**src/rtl/core/fan_curve_and_tach_rpm_macros.svh**
```systemverilog
// Assertion macros shared by the fan controller RTL.
// Defining NO_ASSERTIONS compiles every use of them to nothing.
`ifndef FAN_CURVE_AND_TACH_RPM_MACROS_SVH
`define FAN_CURVE_AND_TACH_RPM_MACROS_SVH

`ifndef NO_ASSERTIONS
`define FCR_ASSERT_IMPLY(lbl, clk, rst, ante, cons) \
   lbl: assert property (@(posedge clk) disable iff (rst) (ante) |-> (cons)) \
      else $error("fan controller assertion failed");
`define FCR_ASSERT_NEXT(lbl, clk, rst, ante, cons) \
   lbl: assert property (@(posedge clk) disable iff (rst) (ante) |=> (cons)) \
      else $error("fan controller assertion failed");
`else
`define FCR_ASSERT_IMPLY(lbl, clk, rst, ante, cons)
`define FCR_ASSERT_NEXT(lbl, clk, rst, ante, cons)
`endif

`endif

```
**src/rtl/core/fcr_pkg.sv**
```systemverilog
// Types and constants of the fan curve and tachometer core.
// No dependencies; used by every module of the core.
`default_nettype none

package fcr_pkg;

   localparam logic [1:0] FUNC_TEMP    = 2'd0;
   localparam logic [1:0] FUNC_TACH    = 2'd1;
   localparam logic [1:0] FUNC_MEASURE = 2'd2;

   localparam logic KIND_DUTY = 1'b0;
   localparam logic KIND_RPM  = 1'b1;

   localparam logic REG_TEMP_LOW  = 1'b0;
   localparam logic REG_TEMP_HIGH = 1'b1;

   localparam logic signed [11:0] TEMP_LOW_RESET  = 12'sd400;
   localparam logic signed [11:0] TEMP_HIGH_RESET = 12'sd640;
   localparam logic signed [11:0] TEMP_FLOOR      = -12'sd800;
   localparam logic signed [11:0] TEMP_ERR_HOT    = 12'sd1360;
   localparam logic signed [11:0] TEMP_ERR_COLD   = -12'sd2032;

   localparam logic [7:0]  DUTY_BASE  = 8'd51;
   localparam logic [7:0]  DUTY_SPAN  = 8'd204;
   localparam logic [7:0]  DUTY_FULL  = 8'd255;
   localparam logic [9:0]  PWM_FULL   = 10'd1000;
   localparam logic [15:0] RPM_SCALE  = 16'd60000;
   localparam logic [15:0] COUNT_MAX  = 16'hFFFF;
   localparam logic [15:0] RPM_MAX    = 16'hFFFF;

   localparam int DIV_NUM_W  = 32;
   localparam int DIV_DEN_W  = 17;
   localparam int DIV_STEP_W = $clog2(DIV_NUM_W);

   typedef enum logic [3:0] {
      ST_IDLE,
      ST_DUTY,
      ST_DUTY_DIV,
      ST_PWM,
      ST_PWM_DIV,
      ST_DUTY_OUT,
      ST_RPM,
      ST_RPM_DIV,
      ST_RPM_OUT
   } state_type;

   typedef struct packed {
      logic busy;
      logic done;
   } div_stat_type;

   typedef struct packed {
      logic inc;
      logic clr;
   } tach_ctrl_type;

endpackage

`default_nettype wire

```
**src/rtl/core/fcr_serial_div.sv**
```systemverilog
// Restoring divider that produces one quotient bit per cycle.
// Depends on fcr_pkg for its widths and the status struct.
`default_nettype none

module fcr_serial_div (
   input  wire logic                           clock,
   input  wire logic                           reset,
   input  wire logic                           start,
   input  wire logic [fcr_pkg::DIV_NUM_W-1:0]  num,
   input  wire logic [fcr_pkg::DIV_DEN_W-1:0]  den,
   output fcr_pkg::div_stat_type               stat,
   output logic [fcr_pkg::DIV_NUM_W-1:0]       quo
);
   import fcr_pkg::*;

   logic                  busy_ff, busy_in;
   logic                  done_ff, done_in;
   logic [DIV_STEP_W-1:0] step_ff, step_in;
   logic [DIV_NUM_W-1:0]  nq_ff, nq_in;
   logic [DIV_DEN_W-1:0]  rem_ff, rem_in;
   logic [DIV_DEN_W-1:0]  den_ff, den_in;
   logic [DIV_DEN_W:0]    trial;
   logic [DIV_DEN_W:0]    trial_sub;
   logic                  fits;

   assign trial     = {rem_ff, nq_ff[DIV_NUM_W-1]};
   assign trial_sub = trial - {1'b0, den_ff};
   assign fits      = trial >= {1'b0, den_ff};

   always_comb begin
      busy_in = busy_ff;
      done_in = 1'b0;
      step_in = step_ff;
      nq_in   = nq_ff;
      rem_in  = rem_ff;
      den_in  = den_ff;
      if (start) begin
         busy_in = 1'b1;
         step_in = '0;
         nq_in   = num;
         rem_in  = '0;
         den_in  = den;
      end else if (busy_ff) begin
         rem_in  = fits ? trial_sub[DIV_DEN_W-1:0] : trial[DIV_DEN_W-1:0];
         nq_in   = {nq_ff[DIV_NUM_W-2:0], fits};
         step_in = step_ff + 1'b1;
         if (step_ff == DIV_STEP_W'(DIV_NUM_W - 1)) begin
            busy_in = 1'b0;
            done_in = 1'b1;
         end
      end
   end

   always_ff @(posedge clock) begin
      if (reset) begin
         busy_ff <= 1'b0;
         done_ff <= 1'b0;
         step_ff <= '0;
      end else begin
         busy_ff <= busy_in;
         done_ff <= done_in;
         step_ff <= step_in;
      end
      nq_ff  <= nq_in;
      rem_ff <= rem_in;
      den_ff <= den_in;
   end

   assign stat.busy = busy_ff;
   assign stat.done = done_ff;
   assign quo       = nq_ff;

endmodule

`default_nettype wire

```
**src/rtl/core/fcr_tach_bank.sv**
```systemverilog
// Saturating tachometer pulse counters, one per fan.
// Depends on fcr_pkg for the control struct and count limit.
`default_nettype none

module fcr_tach_bank #(
   parameter int FAN_COUNT = 2,
   parameter int IDX_W     = 1
) (
   input  wire logic                  clock,
   input  wire logic                  reset,
   input  wire fcr_pkg::tach_ctrl_type ctrl,
   input  wire logic [IDX_W-1:0]      sel,
   output logic [15:0]                count
);
   import fcr_pkg::*;

   logic [15:0] cnt_ff [FAN_COUNT];
   logic [15:0] cnt_in [FAN_COUNT];

   always_comb begin
      for (int i = 0; i < FAN_COUNT; i++) begin
         cnt_in[i] = cnt_ff[i];
         if (sel == IDX_W'(i)) begin
            if (ctrl.clr) begin
               cnt_in[i] = '0;
            end else if (ctrl.inc && cnt_ff[i] != COUNT_MAX) begin
               cnt_in[i] = cnt_ff[i] + 16'd1;
            end
         end
      end
   end

   always_ff @(posedge clock) begin
      for (int i = 0; i < FAN_COUNT; i++) begin
         if (reset) begin
            cnt_ff[i] <= '0;
         end else begin
            cnt_ff[i] <= cnt_in[i];
         end
      end
   end

   assign count = cnt_ff[sel];

endmodule

`default_nettype wire

```
**src/rtl/core/fan_curve_and_tach_rpm.sv**
```systemverilog
// Temperature: one result after two divisions, or after one division at a saturated duty.
// Measure: one result per fan in fan order; a zero window gives the maximum rpm undivided.
// Tach: counted at acceptance, no result. A new transaction is accepted the cycle after the
// last result loads.
// Synchronous reset restores temp_low 400, temp_high 640, temperature 0 and clears counters.
// Depends on fcr_pkg, fcr_serial_div (one bit per cycle), fcr_tach_bank and the macro header.
`default_nettype none
`include "fan_curve_and_tach_rpm_macros.svh"

module fan_curve_and_tach_rpm #(
   parameter int FAN_COUNT = 2
) (
   input  wire logic               clock,
   input  wire logic               reset,
   input  wire logic               psel,
   input  wire logic               penable,
   input  wire logic               pwrite,
   input  wire logic [2:0]         paddr,
   input  wire logic [31:0]        pwdata,
   output logic [31:0]             prdata,
   output logic                    pready,
   input  wire logic               req_valid,
   output logic                    req_stall,
   input  wire logic [1:0]         req_func,
   input  wire logic signed [11:0] req_temp_sample,
   input  wire logic               req_fan_select,
   input  wire logic [15:0]        req_window_ms,
   output logic                    rsp_valid,
   input  wire logic               rsp_stall,
   output logic                    rsp_kind,
   output logic                    rsp_sample_ok,
   output logic [7:0]              rsp_duty_byte,
   output logic [9:0]              rsp_pwm_level,
   output logic                    rsp_fan_id,
   output logic [15:0]             rsp_rpm_value,
   output logic                    rsp_last
);
   import fcr_pkg::*;

   localparam int IDX_W = (FAN_COUNT > 1) ? $clog2(FAN_COUNT) : 1;

   state_type state_ff, state_in;

   logic signed [11:0] temp_low_ff, temp_high_ff, cur_temp_ff, cur_temp_in;
   logic               ok_ff, ok_in;
   logic [7:0]         duty_ff, duty_in;
   logic [9:0]         pwm_ff, pwm_in;
   logic [15:0]        rpm_ff, rpm_in;
   logic [15:0]        win_ff, win_in;
   logic [IDX_W-1:0]   fan_idx_ff, fan_idx_in;

   logic               rsp_valid_ff, rsp_valid_in;
   logic               rsp_kind_ff, rsp_ok_ff, rsp_fan_ff, rsp_last_ff;
   logic [7:0]         rsp_duty_ff;
   logic [9:0]         rsp_pwm_ff;
   logic [15:0]        rsp_rpm_ff;

   logic                  accept, cfg_wr, sample_ok, fan_ok, is_last, out_free, out_load;
   logic                  div_start, div_wait, duty_load;
   logic [DIV_NUM_W-1:0]  div_num, div_quo;
   logic [DIV_DEN_W-1:0]  div_den;
   div_stat_type          div_stat;
   tach_ctrl_type         tach_ctrl;
   logic [IDX_W-1:0]      tach_sel;
   logic [15:0]           tach_count;
   logic [11:0]           temp_diff, temp_span;

   assign pready    = 1'b1;
   assign cfg_wr    = psel && penable && pwrite;
   assign req_stall = (state_ff != ST_IDLE);
   assign accept    = req_valid && !req_stall;
   assign out_free  = !rsp_valid_ff || !rsp_stall;
   assign sample_ok = (req_temp_sample > TEMP_FLOOR) && (req_temp_sample != TEMP_ERR_HOT)
                      && (req_temp_sample != TEMP_ERR_COLD);
   assign fan_ok    = (32'(req_fan_select) < FAN_COUNT);
   assign is_last   = (fan_idx_ff == IDX_W'(FAN_COUNT - 1));
   assign temp_diff = 12'(cur_temp_ff - temp_low_ff);
   assign temp_span = 12'(temp_high_ff - temp_low_ff);
   assign tach_sel  = (state_ff == ST_IDLE) ? IDX_W'(req_fan_select) : fan_idx_ff;
   assign div_wait  = (state_ff == ST_DUTY_DIV) || (state_ff == ST_PWM_DIV)
                      || (state_ff == ST_RPM_DIV);
   assign duty_load = out_load && (state_ff == ST_DUTY_OUT);

   always_comb begin
      unique case (paddr[2])
         REG_TEMP_LOW:  prdata = 32'(temp_low_ff);
         REG_TEMP_HIGH: prdata = 32'(temp_high_ff);
         default:       prdata = '0;
      endcase
   end

   always_comb begin
      state_in = state_ff;
      unique case (state_ff)
         ST_IDLE: begin
            if (accept && req_func == FUNC_TEMP) begin
               state_in = ST_DUTY;
            end else if (accept && req_func == FUNC_MEASURE) begin
               state_in = ST_RPM;
            end
         end
         ST_DUTY: begin
            if (cur_temp_ff >= temp_high_ff || cur_temp_ff <= temp_low_ff) begin
               state_in = ST_PWM;
            end else begin
               state_in = ST_DUTY_DIV;
            end
         end
         ST_DUTY_DIV: if (div_stat.done) state_in = ST_PWM;
         ST_PWM:      state_in = ST_PWM_DIV;
         ST_PWM_DIV:  if (div_stat.done) state_in = ST_DUTY_OUT;
         ST_DUTY_OUT: if (out_free) state_in = ST_IDLE;
         ST_RPM:      state_in = (win_ff == '0) ? ST_RPM_OUT : ST_RPM_DIV;
         ST_RPM_DIV:  if (div_stat.done) state_in = ST_RPM_OUT;
         ST_RPM_OUT: begin
            if (out_free) begin
               state_in = is_last ? ST_IDLE : ST_RPM;
            end
         end
         default:     state_in = ST_IDLE;
      endcase
   end

   always_comb begin
      cur_temp_in   = cur_temp_ff;
      ok_in         = ok_ff;
      duty_in       = duty_ff;
      pwm_in        = pwm_ff;
      rpm_in        = rpm_ff;
      win_in        = win_ff;
      fan_idx_in    = fan_idx_ff;
      div_start     = 1'b0;
      div_num       = '0;
      div_den       = '0;
      tach_ctrl.inc = 1'b0;
      tach_ctrl.clr = 1'b0;
      out_load      = 1'b0;
      unique case (state_ff)
         ST_IDLE: begin
            if (accept) begin
               priority case (req_func)
                  FUNC_TEMP: begin
                     ok_in = sample_ok;
                     if (sample_ok) cur_temp_in = req_temp_sample;
                  end
                  FUNC_TACH:    tach_ctrl.inc = fan_ok;
                  FUNC_MEASURE: begin
                     win_in     = req_window_ms;
                     fan_idx_in = '0;
                  end
                  default: ;
               endcase
            end
         end
         ST_DUTY: begin
            if (cur_temp_ff >= temp_high_ff) begin
               duty_in = DUTY_FULL;
            end else if (cur_temp_ff <= temp_low_ff) begin
               duty_in = '0;
            end else begin
               div_start = 1'b1;
               div_num   = DIV_NUM_W'(temp_diff) * DIV_NUM_W'(DUTY_SPAN);
               div_den   = DIV_DEN_W'(temp_span);
            end
         end
         ST_DUTY_DIV: if (div_stat.done) duty_in = DUTY_BASE + div_quo[7:0];
         ST_PWM: begin
            div_start = 1'b1;
            div_num   = DIV_NUM_W'(duty_ff) * DIV_NUM_W'(PWM_FULL);
            div_den   = DIV_DEN_W'(DUTY_FULL);
         end
         ST_PWM_DIV:  if (div_stat.done) pwm_in = div_quo[9:0];
         ST_DUTY_OUT: out_load = out_free;
         ST_RPM: begin
            if (win_ff == '0) begin
               rpm_in = RPM_MAX;
            end else begin
               div_start = 1'b1;
               div_num   = DIV_NUM_W'(tach_count) * DIV_NUM_W'(RPM_SCALE);
               div_den   = {win_ff, 1'b0};
            end
         end
         ST_RPM_DIV: begin
            if (div_stat.done) begin
               rpm_in = (|div_quo[DIV_NUM_W-1:16]) ? RPM_MAX : div_quo[15:0];
            end
         end
         ST_RPM_OUT: begin
            if (out_free) begin
               out_load      = 1'b1;
               tach_ctrl.clr = 1'b1;
               if (!is_last) fan_idx_in = fan_idx_ff + 1'b1;
            end
         end
         default: ;
      endcase
   end

   always_comb begin
      rsp_valid_in = rsp_valid_ff;
      if (out_load) begin
         rsp_valid_in = 1'b1;
      end else if (!rsp_stall) begin
         rsp_valid_in = 1'b0;
      end
   end

   always_ff @(posedge clock) begin
      if (reset) begin
         state_ff     <= ST_IDLE;
         temp_low_ff  <= TEMP_LOW_RESET;
         temp_high_ff <= TEMP_HIGH_RESET;
         cur_temp_ff  <= '0;
         fan_idx_ff   <= '0;
         rsp_valid_ff <= 1'b0;
      end else begin
         state_ff     <= state_in;
         cur_temp_ff  <= cur_temp_in;
         fan_idx_ff   <= fan_idx_in;
         rsp_valid_ff <= rsp_valid_in;
         if (cfg_wr) begin
            unique case (paddr[2])
               REG_TEMP_LOW:  temp_low_ff  <= pwdata[11:0];
               REG_TEMP_HIGH: temp_high_ff <= pwdata[11:0];
               default: ;
            endcase
         end
      end
      ok_ff   <= ok_in;
      duty_ff <= duty_in;
      pwm_ff  <= pwm_in;
      rpm_ff  <= rpm_in;
      win_ff  <= win_in;
      if (out_load) begin
         if (state_ff == ST_DUTY_OUT) begin
            rsp_kind_ff <= KIND_DUTY;
            rsp_ok_ff   <= ok_ff;
            rsp_duty_ff <= duty_ff;
            rsp_pwm_ff  <= pwm_ff;
            rsp_fan_ff  <= 1'b0;
            rsp_rpm_ff  <= '0;
            rsp_last_ff <= 1'b1;
         end else begin
            rsp_kind_ff <= KIND_RPM;
            rsp_ok_ff   <= 1'b0;
            rsp_duty_ff <= '0;
            rsp_pwm_ff  <= '0;
            rsp_fan_ff  <= fan_idx_ff[0];
            rsp_rpm_ff  <= rpm_ff;
            rsp_last_ff <= is_last;
         end
      end
   end

   fcr_serial_div u_div (
      .clock (clock),
      .reset (reset),
      .start (div_start),
      .num   (div_num),
      .den   (div_den),
      .stat  (div_stat),
      .quo   (div_quo)
   );

   fcr_tach_bank #(
      .FAN_COUNT (FAN_COUNT),
      .IDX_W     (IDX_W)
   ) u_tach (
      .clock (clock),
      .reset (reset),
      .ctrl  (tach_ctrl),
      .sel   (tach_sel),
      .count (tach_count)
   );

   assign rsp_valid     = rsp_valid_ff;
   assign rsp_kind      = rsp_kind_ff;
   assign rsp_sample_ok = rsp_ok_ff;
   assign rsp_duty_byte = rsp_duty_ff;
   assign rsp_pwm_level = rsp_pwm_ff;
   assign rsp_fan_id    = rsp_fan_ff;
   assign rsp_rpm_value = rsp_rpm_ff;
   assign rsp_last      = rsp_last_ff;

   `FCR_ASSERT_IMPLY(a_div_start_idle, clock, reset, div_start, !div_stat.busy)
   `FCR_ASSERT_IMPLY(a_load_when_free, clock, reset, out_load, !rsp_valid_ff || !rsp_stall)
   `FCR_ASSERT_IMPLY(a_done_awaited, clock, reset, div_stat.done, div_wait)
   `FCR_ASSERT_NEXT(a_duty_is_last, clock, reset, duty_load, rsp_valid && rsp_last && rsp_kind == KIND_DUTY)

endmodule

`default_nettype wire

```
**config.mk**
```make
export PLATFORM = sky130hd
export DESIGN_NAME = fan_curve_and_tach_rpm
export DESIGN_NICKNAME = d
export VERILOG_FILES = /design/src/rtl/core/fcr_pkg.sv /design/src/rtl/core/fcr_serial_div.sv /design/src/rtl/core/fcr_tach_bank.sv /design/src/rtl/core/fan_curve_and_tach_rpm.sv
export VERILOG_INCLUDE_DIRS = /design/src /design/src/rtl/core
export SDC_FILE = /design/constraint.sdc
export NUM_CORES = 1
export LEC_CHECK = 0
export BUFFER_PORTS_ARGS = -buffer_cell sky130_fd_sc_hd__buf_2
export CORE_MARGIN = 4
export CORE_UTILIZATION = 67
export DETAILED_ROUTE_END_ITERATION = 8
export GPL_ROUTABILITY_DRIVEN = 0
export PLACE_DENSITY = 0.94
export SYNTH_ARGS = -nofsm -noshare
export SYNTH_HDL_FRONTEND = slang
export SYNTH_SLANG_ARGS = --single-unit
```
**constraint.sdc**
```tcl
create_clock -name clock -period 12.9 [get_ports clock]
set_input_delay 0.645 -clock clock [delete_from_list [all_inputs] [get_ports clock]]
set_output_delay 0.645 -clock clock [all_outputs]
set_load 0.05 [all_outputs]
```
Yosys cells after proc, flatten, opt, wreduce, memory -nomap -nowiden --
Memory sizes are Yosys's and may differ from the RTL's. Index checks and enable logic that the tools add are counted.
Word-level totals: register bits after elaboration 204, memory bits (writable) 32, input bits 73, output and inout port bits 73, logic and storage cells 170, memories 1
Cells by class: $add $sub $neg 8, multiply operators 3, $lt $le $gt $ge 4, equal/unequal tests 26, multiplexer cells 65, bitwise gates (word level) 4, reduce and logical (&&, ||, !) cells 35
Memory list:
- u_tach.cnt_ff | depth 2, width 16, read ports 3, clocked after Yosys merged registers in 0, wr ports 2, RTL line fcr_tach_bank.sv:17 | logic [15:0] cnt_ff [FAN_COUNT];
Operators by type and width (count):
- $mux W16 | 11
- $mux W32 | 3
- $pmux W32 S3 | 1
- $pmux W32 S2 | 1
- $pmux W17 S3 | 1
- $mux W20 | 2
- $pmux W4 S9 | 1
- $mux W17 | 2
- $add A16 B1 Y16 const B | 2
- $mux W4 | 8
- $ne A16 B16 Y1 const B | 2
- $pmux W16 S2 | 1
- $mul A16 B11 Y27 const B | 1
- $mux W1 | 24
- $mux W12 | 2
- $mux W8 | 3
- $ne A12 B12 Y1 const B | 2
- $sub A12 B12 Y12 | 2
- $ge A18 B17 Y1 | 1
- $mul A12 B6 Y18 const B | 1
- $sub A17 B17 Y17 | 1
- $eq A4 B3 Y1 const B | 4
- $logic_not A16 Y1 | 1
- $pmux W8 S2 | 1
- 36 further kinds | 67

Logic depth before layout (Yosys ltp) --
Gate-level depths: netlist of run 1.
depth in word-level cells 10, gate-level depth with buffers 24, mapped depth without buffers 24

Hierarchy --
A second synthesis of run 1 with hierarchy kept.
Unflattened totals: cells, all modules 1953, area total of the unflattened synthesis 18939.4 µm²
Modules (own cells, without submodules):
- fan_curve_and_tach_rpm | times used 1, cells each 1360, area an instance 13081.3 µm², seq. area each 3513.4 µm²
- fcr_serial_div | times used 1, cells each 351, area an instance 3882.5 µm², seq. area each 1951.9 µm²
- fcr_tach_bank | times used 1, cells each 242, area an instance 1975.6 µm², seq. area each 640.6 µm²

Worst setup path before layout of run 1 --
No wires, ideal clock.
kind reg-to-reg, from reg state_ff[0], to reg u_div.nq_ff[30] (netlist: u_div.quo[30]) (data pin), setup time 0.256 ns, data arrival time 6.450 ns, required time 12.644 ns, slack 6.194 ns, stages on the path, launching flop included 22, path buffers 2, period minus slack after synthesis 6.706 ns, cell sequence dfxtp_1 -> buf_6 -> nor4_4 -> mux2i_2 -> buf_2 -> mux2_2 -> inv_1 -> fa_1 -> fa_1 -> fa_1 -> fa_1 -> fa_1 -> inv_1 -> ha_1 -> a21oi_1 -> o21ai_0 -> o41a_1 -> a211oi_1 -> o21ai_0 -> a41oi_1 -> xnor2_1 -> a22o_1
Between the ends: longest elaborated chain between the ends 7, elaborated cells between the ends (all ways) 11, those cells by class mul (1); eq/ne (3); mux (5); reduce/logical (1); memory (1)
RTL lines:
- start, declared | RTL line fan_curve_and_tach_rpm.sv:42 | state_type state_ff, state_in;
- start signal, assigned | RTL line fan_curve_and_tach_rpm.sv:217 | state_ff <= state_in;
- $logic_not A4 Y1 | RTL line fan_curve_and_tach_rpm.sv:79 | assign tach_sel = (state_ff == ST_IDLE) ? IDX_W'(req_fan_select) : fan_idx_ff;
- $mux W1 | RTL line fan_curve_and_tach_rpm.sv:79
- $mem_v2 Z2 W16
- $mul A16 B11 Y27 | RTL line fan_curve_and_tach_rpm.sv:179 | div_num = DIV_NUM_W'(tach_count) * DIV_NUM_W'(RPM_SCALE);
- $mux W32 | RTL line fan_curve_and_tach_rpm.sv:175 | if (win_ff == '0) begin
- $pmux W32 S3 | RTL line fan_curve_and_tach_rpm.sv:138 | unique case (state_ff)
- $mux W32 * | RTL line fcr_serial_div.sv:37 | if (start) begin
- via u_div.nq_in[30] | RTL line fcr_serial_div.sv:19 | logic [DIV_NUM_W-1:0] nq_ff, nq_in;
- end signal, assigned | RTL line fcr_serial_div.sv:64 | nq_ff <= nq_in;
- end, declared | RTL line fcr_serial_div.sv:19
The timed path passes the listed nets; every way through them passes the cells marked *. A chain may end at the register's enable or synchronous reset.

Final worst setup path of run 1 --
from reg state_ff[2], to reg u_div.nq_ff[31] (netlist: u_div.quo[31]) (data pin)
The elaborated chain is that of the path after synthesis.

==> results of run 1 <==
layout make-up:
type,instances,share of cell area [%]
clock inverter,12,0.5379
inverter,224,4.203
clock buffer,36,3.853
tap,341,2.133
timing repair buffer,132,3.427
multi-input combinational,1342,55.33
sequential,236,30.52
cell usage after synthesis, types with 4 or more instances:
cell,count,area [um2]
a2111oi_0,4,35.03
a211o_1,10,87.58
a211oi_1,11,82.58
a21o_1,28,210.2
a21oi_1,134,670.6
a221o_1,4,40.04
a221oi_1,5,43.79
a222oi_1,9,90.09
a22o_1,12,105.1
a22oi_1,4,30.03
a31oi_1,10,62.56
and2_1,28,175.2
and3_1,11,68.82
and4_1,8,70.07
buf_1,4,15.01
buf_2,10,50.05
buf_4,26,195.2
clkbuf_1,30,112.6
dfxtp_1,98,1962
edfxtp_1,138,4144
fa_1,98,1962
ha_1,205,2565
inv_1,222,833.3
mux2_2,11,123.9
mux2i_1,32,320.3
nand2_1,129,484.2
nand2b_1,15,93.84
nand3_1,33,165.2
nand4_1,16,100.1
nor2_1,126,473.0
nor2b_1,30,187.7
nor3_1,30,150.1
nor3b_1,4,30.03
nor4_1,11,68.82
o211ai_1,5,37.54
o21a_1,12,90.09
o21ai_0,71,355.3
o21ai_1,4,20.02
o21bai_1,10,75.07
o31ai_1,6,45.04
or2_2,11,68.82
or3_1,24,150.1
xnor2_1,64,560.5
xor2_1,54,473.0
per-stage QoR:
stage	instances	power, mW	instance area [um2]	util [%]	hold slack [ps]
floorplan	1874	2.633	18380	-	436.3
global placement	2275	2.999	19130	70.97	441.8
detailed placement	2275	3.131	19130	70.97	450.9
CTS	2323	3.924	20010	74.23	267.4
global route	2323	4.209	20010	74.23	278.5
finish	2323	3.961	20010	74.23	282.9
worst register-to-register path, delay by kind of cell, from the launching register on:
kind	cells	cell delay, ps
buffers and inverters	3	460
flip-flops	1	550
adder cells (fa/ha/maj)	6	2720
XOR/XNOR	2	580
multiplexers	2	750
AND/OR/NAND/NOR	2	1080
AO/OA/AOI/OAI	6	1230
sequential cells by signal, summed over array words and instances, names as in the netlist, 4 cells and up:
| register | flops |
|---|---|
| duty_ff | 8 |
| u_tach.cnt_ff | 32 |
| state_ff | 4 |
| u_div.step_ff | 5 |
| u_div.den_ff | 17 |
| temp_low_ff | 12 |
| u_div.quo | 32 |
| rsp_rpm_value | 16 |
| rsp_duty_byte | 8 |
| rsp_pwm_level | 10 |
| cur_temp_ff | 12 |
| pwm_ff | 10 |
| temp_high_ff | 12 |
| win_ff | 16 |
| u_div.rem_ff | 17 |
| rpm_ff | 16 |
metal layers:
layer	vias up	track usage, %	part of all wire, %
met1	6940	34.94	37
li1	6704	-	-
met4	0	15.01	6.0
met3	212	4.340	7.9
met5	-	0	0
met2	771	51.18	49
cell families (layout without fill, tap and decap cells):
| group | count (synthesis) | after routing |
|---|---|---|
| AOI/OAI and AO/OA | 381 | 381 |
| other | 1 | 1 |
| and+or+nand+nor | 492 | 492 |
| buffers and inverters | 296 | 404 |
| muxes | 47 | 47 |
| adders and majority gates | 303 | 303 |
| DFF | 236 | 236 |
| xor gates and xnor gates | 118 | 118 |
where the power goes:
| part | total (mW) | leakage, nW | switching, mW | internal [mW] |
|---|---|---|---|---|
| clock network | 0.754 | 0.430 | 0.313 | 0.441 |
| registers | 1.06 | 2.07 | 0.109 | 0.950 |
| logic | 2.15 | 6.50 | 1.29 | 0.855 |
path summary, 6_finish.rpt:
kind,slack (ps),endpoint,depth (start not counted),start
hold / removal,280,win_ff[12],1,req_window_ms[12]
setup reg to reg,5300,u_div.quo[31],21,state_ff[2]
setup / recovery,5300,u_div.quo[31],21,state_ff[2]
hold reg to reg,470,temp_low_ff[3],2,temp_low_ff[3]
==> run metrics, run 1 <==
status=complete, but fails checks; failing checks=design-rule violations; Slew Viols, Final=0; Mean Syn Cell Area=9.809 um2; die height=173.6 um; Via Count=14,627; synth unique cells=87; Arrival @ worst endpoint=7890 ps; post-CTS sizing=0; YS warnings=0; register area=0.006106 mm2; XOR/XNOR Fraction of Synth Area=5.622%; final worst slack=5298 ps; Bufs on Longest Clock Path=3; Setup Slack @ Placement=5540 ps; compound-gate portion of the synthesized area=13.54%; commonest cells after routing, fill and taps aside=inv_1, ha_1, edfxtp_1, a21oi_1, nand2_1; final setup fails=0; final WL=44.89 mm; total CTS buffers=26; die width=173.6 um; final worst-path cycle share=58.93%; CP Max Fanout=26; vias per cell=6.297; CTS H-tree lvls=1; fillers=1,617; Relative slew margins=19.27%; crit-path most repeated cell=fa_1; I/O Pins=146; max incr delay on CP=560 ps; Post-DP HPWL=33.82 mm; hold crit path type=in2reg; floorplan row count=60; Top Family by Delay on Critical Path=adder cells; Max Clock Skew=12.50 ps; maximum clock rate=0.1315 GHz; top_reg_cell synth=edfxtp_1; DR DRC count=1; Area Growth Syn to Fin=8.835%; RSZ-0062 raised after global routing=no; CP max-delay cell=or4b_1; root buf cell=clkbuf_16; instance count of the mapped netlist=1,874; I/O Buffers=122; largest net degree at the start of global routing=57; leak pwr=9.006 nW; hold_buf cts=0; register bit total from synthesis=236; initial cell density of the core=68.20%; maximum vdd drop=0.0001628 V; worst slew pin tran=1202 ps; multi-input logic area=0.01107 mm2; vias in the first global route=14,841; multiplexer share of the synthesized area=2.764%; Pre-antenna DRT Iters=9; final period demand of the worst path=7602 ps; proportion of layout cells with a drive suffix above 1=11.30%; largest family of logic cells by synthesized area=adder cells; PwrDens=198.0 mW/mm2; initial antenna violation count=0; DIE AREA=0.03015 mm2; Synth Area in Simple Gates=13.48%; TritonCTS clock tree=done; DR iter-0 viols=1,602; nets@finish=2,338; worst path bufs/invs=3; gr usage total=29.16%; Hold Vio Cnt, Final=0; critical path type=reg2reg; CTS sink count=236; Fin Setup TNS=0 ps; first-pass GRT wire length=73.26 mm; post-synthesis adder-cell area fraction=24.63%; Critical Path Source Type=flip-flop; core area=0.02695 mm2; share of synthesized flip-flops with an asynchronous set or reset=0%; EDFF count, synth=138; ant diodes=0; CP Capture Type=flip-flop; Skew-Pair Late Insertion Delay=540 ps; Post-CTS Setup Bufs=0; Reg clk slew, reported paths=60 ps; synthesized cell area=0.01838 mm2; global route total overflow=0; critical path, cell by cell=nor4_4 -> mux2i_2 -> buf_4 -> mux2_2 -> xnor2_1 -> ha_1 -> fa_1 -> inv_1 -> fa_1 -> fa_1 -> fa_1 -> inv_1 -> ha_1 -> o21a_1 -> o211ai_1 -> or4b_1 -> a21boi_1 -> a2111o_1 -> a31oi_1 -> xnor2_1 -> a22o_1; register area share after synthesis=33.22%; Post-DRT Antenna Nets=0; Wirelength per Cell=19.32 um; Post-Syn Nets=2,250; Max Cap Violations=0; Crit path required time=13,190 ps; most common cell after layout, fill and taps aside=inv_1
Note: power is estimated with default switching activity, not from simulation.
==> inputs of run 2 (changes only) <==
- ABC_AREA: unset -> 1
- CORE_UTILIZATION: 67 -> 62
- PLACE_DENSITY: 0.94 -> 0.88
- clock period: 12.9 -> 7.4 ns (I/O delays scaled with it)
==> run 2 against run 1 <==
The flow now finishes without violations. Global-route usage rose by 0.32 points. Setup slack worse by 4400 ps. Wire length up 13%. Synthesized cell count rose by 30%. Worst hold slack worse by 270 ps. Flip-flop and latch count unchanged. Sequential share of layout area fell by 1.8 points. Synthesized area grew 5.7%. Clock skew is 2.1 ps lower. Cell count up 27%. Cell area up 6.3%. Via count increased by 17%. Largest cell class unchanged.
==> run metrics, run 2 <==
status=finished, final reports clean; Worst Min Path Start=req_window_ms[2]; Bufs on Longest Clock Path=3; sw frac=49.52%; CTS sink count=236; Total Power=9.335 mW; die height=185.0 um; hold_buf cts=10; CP Capture Type=flip-flop; nets@finish=2,912; share of synthesized flip-flops with an asynchronous set or reset=0%; Crit path required time=7650 ps; Fin Setup TNS=0 ps; final worst-path cycle share=87.33%; final period demand of the worst path=6463 ps; commonest cells after routing, fill and taps aside=nand2_1, inv_1, nor2_1, ha_1, a21oi_1; total CTS buffers=26; top_reg_cell synth=edfxtp_1; register bit total from synthesis=236; core area=0.03075 mm2; main area contributors after synthesis=edfxtp_1, ha_1, dfxtp_1, fa_1, nand2_1; DR DRC count=0; Setup Slack @ Placement=1075 ps; worst slew pin tran=1217 ps; initial antenna violation count=1; Post-Syn Nets=2,810; proportion of layout cells with a drive suffix above 1=8.607%; Pre-antenna DRT Iters=8; EDFF count, synth=138; CTS H-tree lvls=1; Comb pwr share=65.6%; Critical Path Source Type=flip-flop; CP Max Fanout=35; floorplan row count=64; Skew-Pair Late Insertion Delay=540 ps; ant diodes=0; synth unique cells=55; r2r setup slk=940 ps; critical path type=reg2reg; final setup fails=0; Slew Viols, Final=0; vias per cell=5.800; DIE AREA=0.03423 mm2; final WL=50.57 mm; most common cell after layout, fill and taps aside=nand2_1; Worst Hold Path EP=win_ff[2]; vias in the first global route=17,032; clock share of power=15.2%; global route total overflow=0; Reg clk slew, reported paths=60 ps; Via Count=17,122; Worst R2R Path Depth=23; YS warnings=0; Hold Path Depth=1; worst reg2reg path endpoint=u_div.quo[28]; multi-input logic area=0.01130 mm2; Max Cap Violations=0; root buf cell=clkbuf_16; Post-DP HPWL=39.50 mm; Max Clock Skew=10.45 ps; RSZ-0062 raised after global routing=no; I/O Pins=146; synth cell count leaders=nand2_1, inv_1, nor2_1, ha_1, a21oi_1; leak pwr=10.16 nW; DR iter-0 viols=1,795; Hold Vio Cnt, Final=0; register area share after synthesis=31.43%; PwrDens=439.0 mW/mm2; I/O Buffers=122; Post-CTS Setup Bufs=0; CP startpoint=state_ff[0]; Placement Cell Area=0.02022 mm2; instance count of the mapped netlist=2,434; Worst R2R Start=state_ff[0]; register area=0.006106 mm2; post-route cell area=0.02126 mm2; Mean Syn Cell Area=7.983 um2; Cells after DPL=2,893; post-CTS sizing=0; net switching power figure=4.623 mW; gr usage total=29.48%; final worst slack=937.2 ps; Arrival @ worst endpoint=6710 ps; Post-DRT Antenna Nets=0; Synth area leader=edfxtp_1; Synth top area share=21.33%; synthesized cell area=0.01943 mm2; first-pass GRT wire length=82.52 mm; Pint=4.712 mW; maximum clock rate=0.1547 GHz; maximum vdd drop=0.0006107 V; die width=185.0 um; Relative slew margins=18.70%; Wirelength per Cell=17.13 um; hold crit path type=in2reg; Seq pwr share=19.3%; Area Growth Syn to Fin=9.434%; fillers=2,295; Cell Count, Final, Fillers Out=2,952; most frequent cell after synthesis=nand2_1; largest net degree at the start of global routing=48; initial cell density of the core=63.19%; TritonCTS clock tree=done
==> run 2: critical path: stages (launching register included) <==
cell and delay (ps):
dfxtp_1 510, nor2_4 90, nand2_2 190, inv_2 80, nand2_1 80, nand2_2 330
o21ai_0 760, fa_1 530, inv_1 90, fa_1 440, fa_1 540, fa_1 450
fa_1 540, inv_1 40, ha_1 380, nand2_1 100, nor2_1 90, inv_1 70
nor3_1 250, nand4_1 150, nand3_1 160, a21oi_1 80, o21ai_0 90, o21ai_0 110
==> run 2: cell type report <==
type,count,area share (%)
well taps,396,2.330
clock buffers,32,3.313
multi-input cells,1694,53.14
flip-flops and latches,236,28.72
inverters,435,7.685
clock inverters,16,1.089
repair buffers,143,3.731
==> run 2: power by group through the flow <==
stage | sequential, mW | clock (mW) | combinational [mW]
after global routing | 1.82 | 1.48 | 6.95
after floorplan | 1.80 | 0 | 4.62
after CTS | 1.79 | 1.43 | 6.01
final | 1.80 | 1.42 | 6.12
after detailed placement | 1.82 | 0 | 5.94
after global placement | 1.81 | 0 | 5.61
==> run 2: routing by layer <==
layer / GRT usage [%] / wire length (um)
met1: 36.14 / 19310
met3: 5.970 / 4772
met2: 50.59 / 23880
met5: 0 / 13
met4: 12.92 / 2590
==> run 2: how the worst max path moves through the flow <==
stage / slack [ps] / depth (start not counted) / to
floorplan: 1650 / 27 / u_div.quo[31]
global placement: 1170 / 23 / u_div.quo[31]
detailed placement: 1070 / 23 / u_div.quo[28]
CTS: 1000 / 23 / u_div.quo[26]
global route: 470 / 23 / u_div.quo[27]
finish: 940 / 23 / u_div.quo[28]
==> run 2: cells by family after synthesis <==
kind of cell,synth area share [%]
compound gates,10.17
flops,31.43
simple gates,20.99
mux,0.1030
other cells,0.01930
fa+ha+maj,23.30
buf+inv,10.52
xor+xnor,3.471
==> run 2: metrics by stage <==
step / hold WS (ps) / util (%)
2_1_floorplan: 426.4 / -
3_3_place_gp: 431.1 / 65.76
3_5_place_dp: 477.5 / 65.76
4_1_cts: 6.145 / 69.12
5_1_grt: 10.38 / 69.15
6_report: 17.41 / 69.15
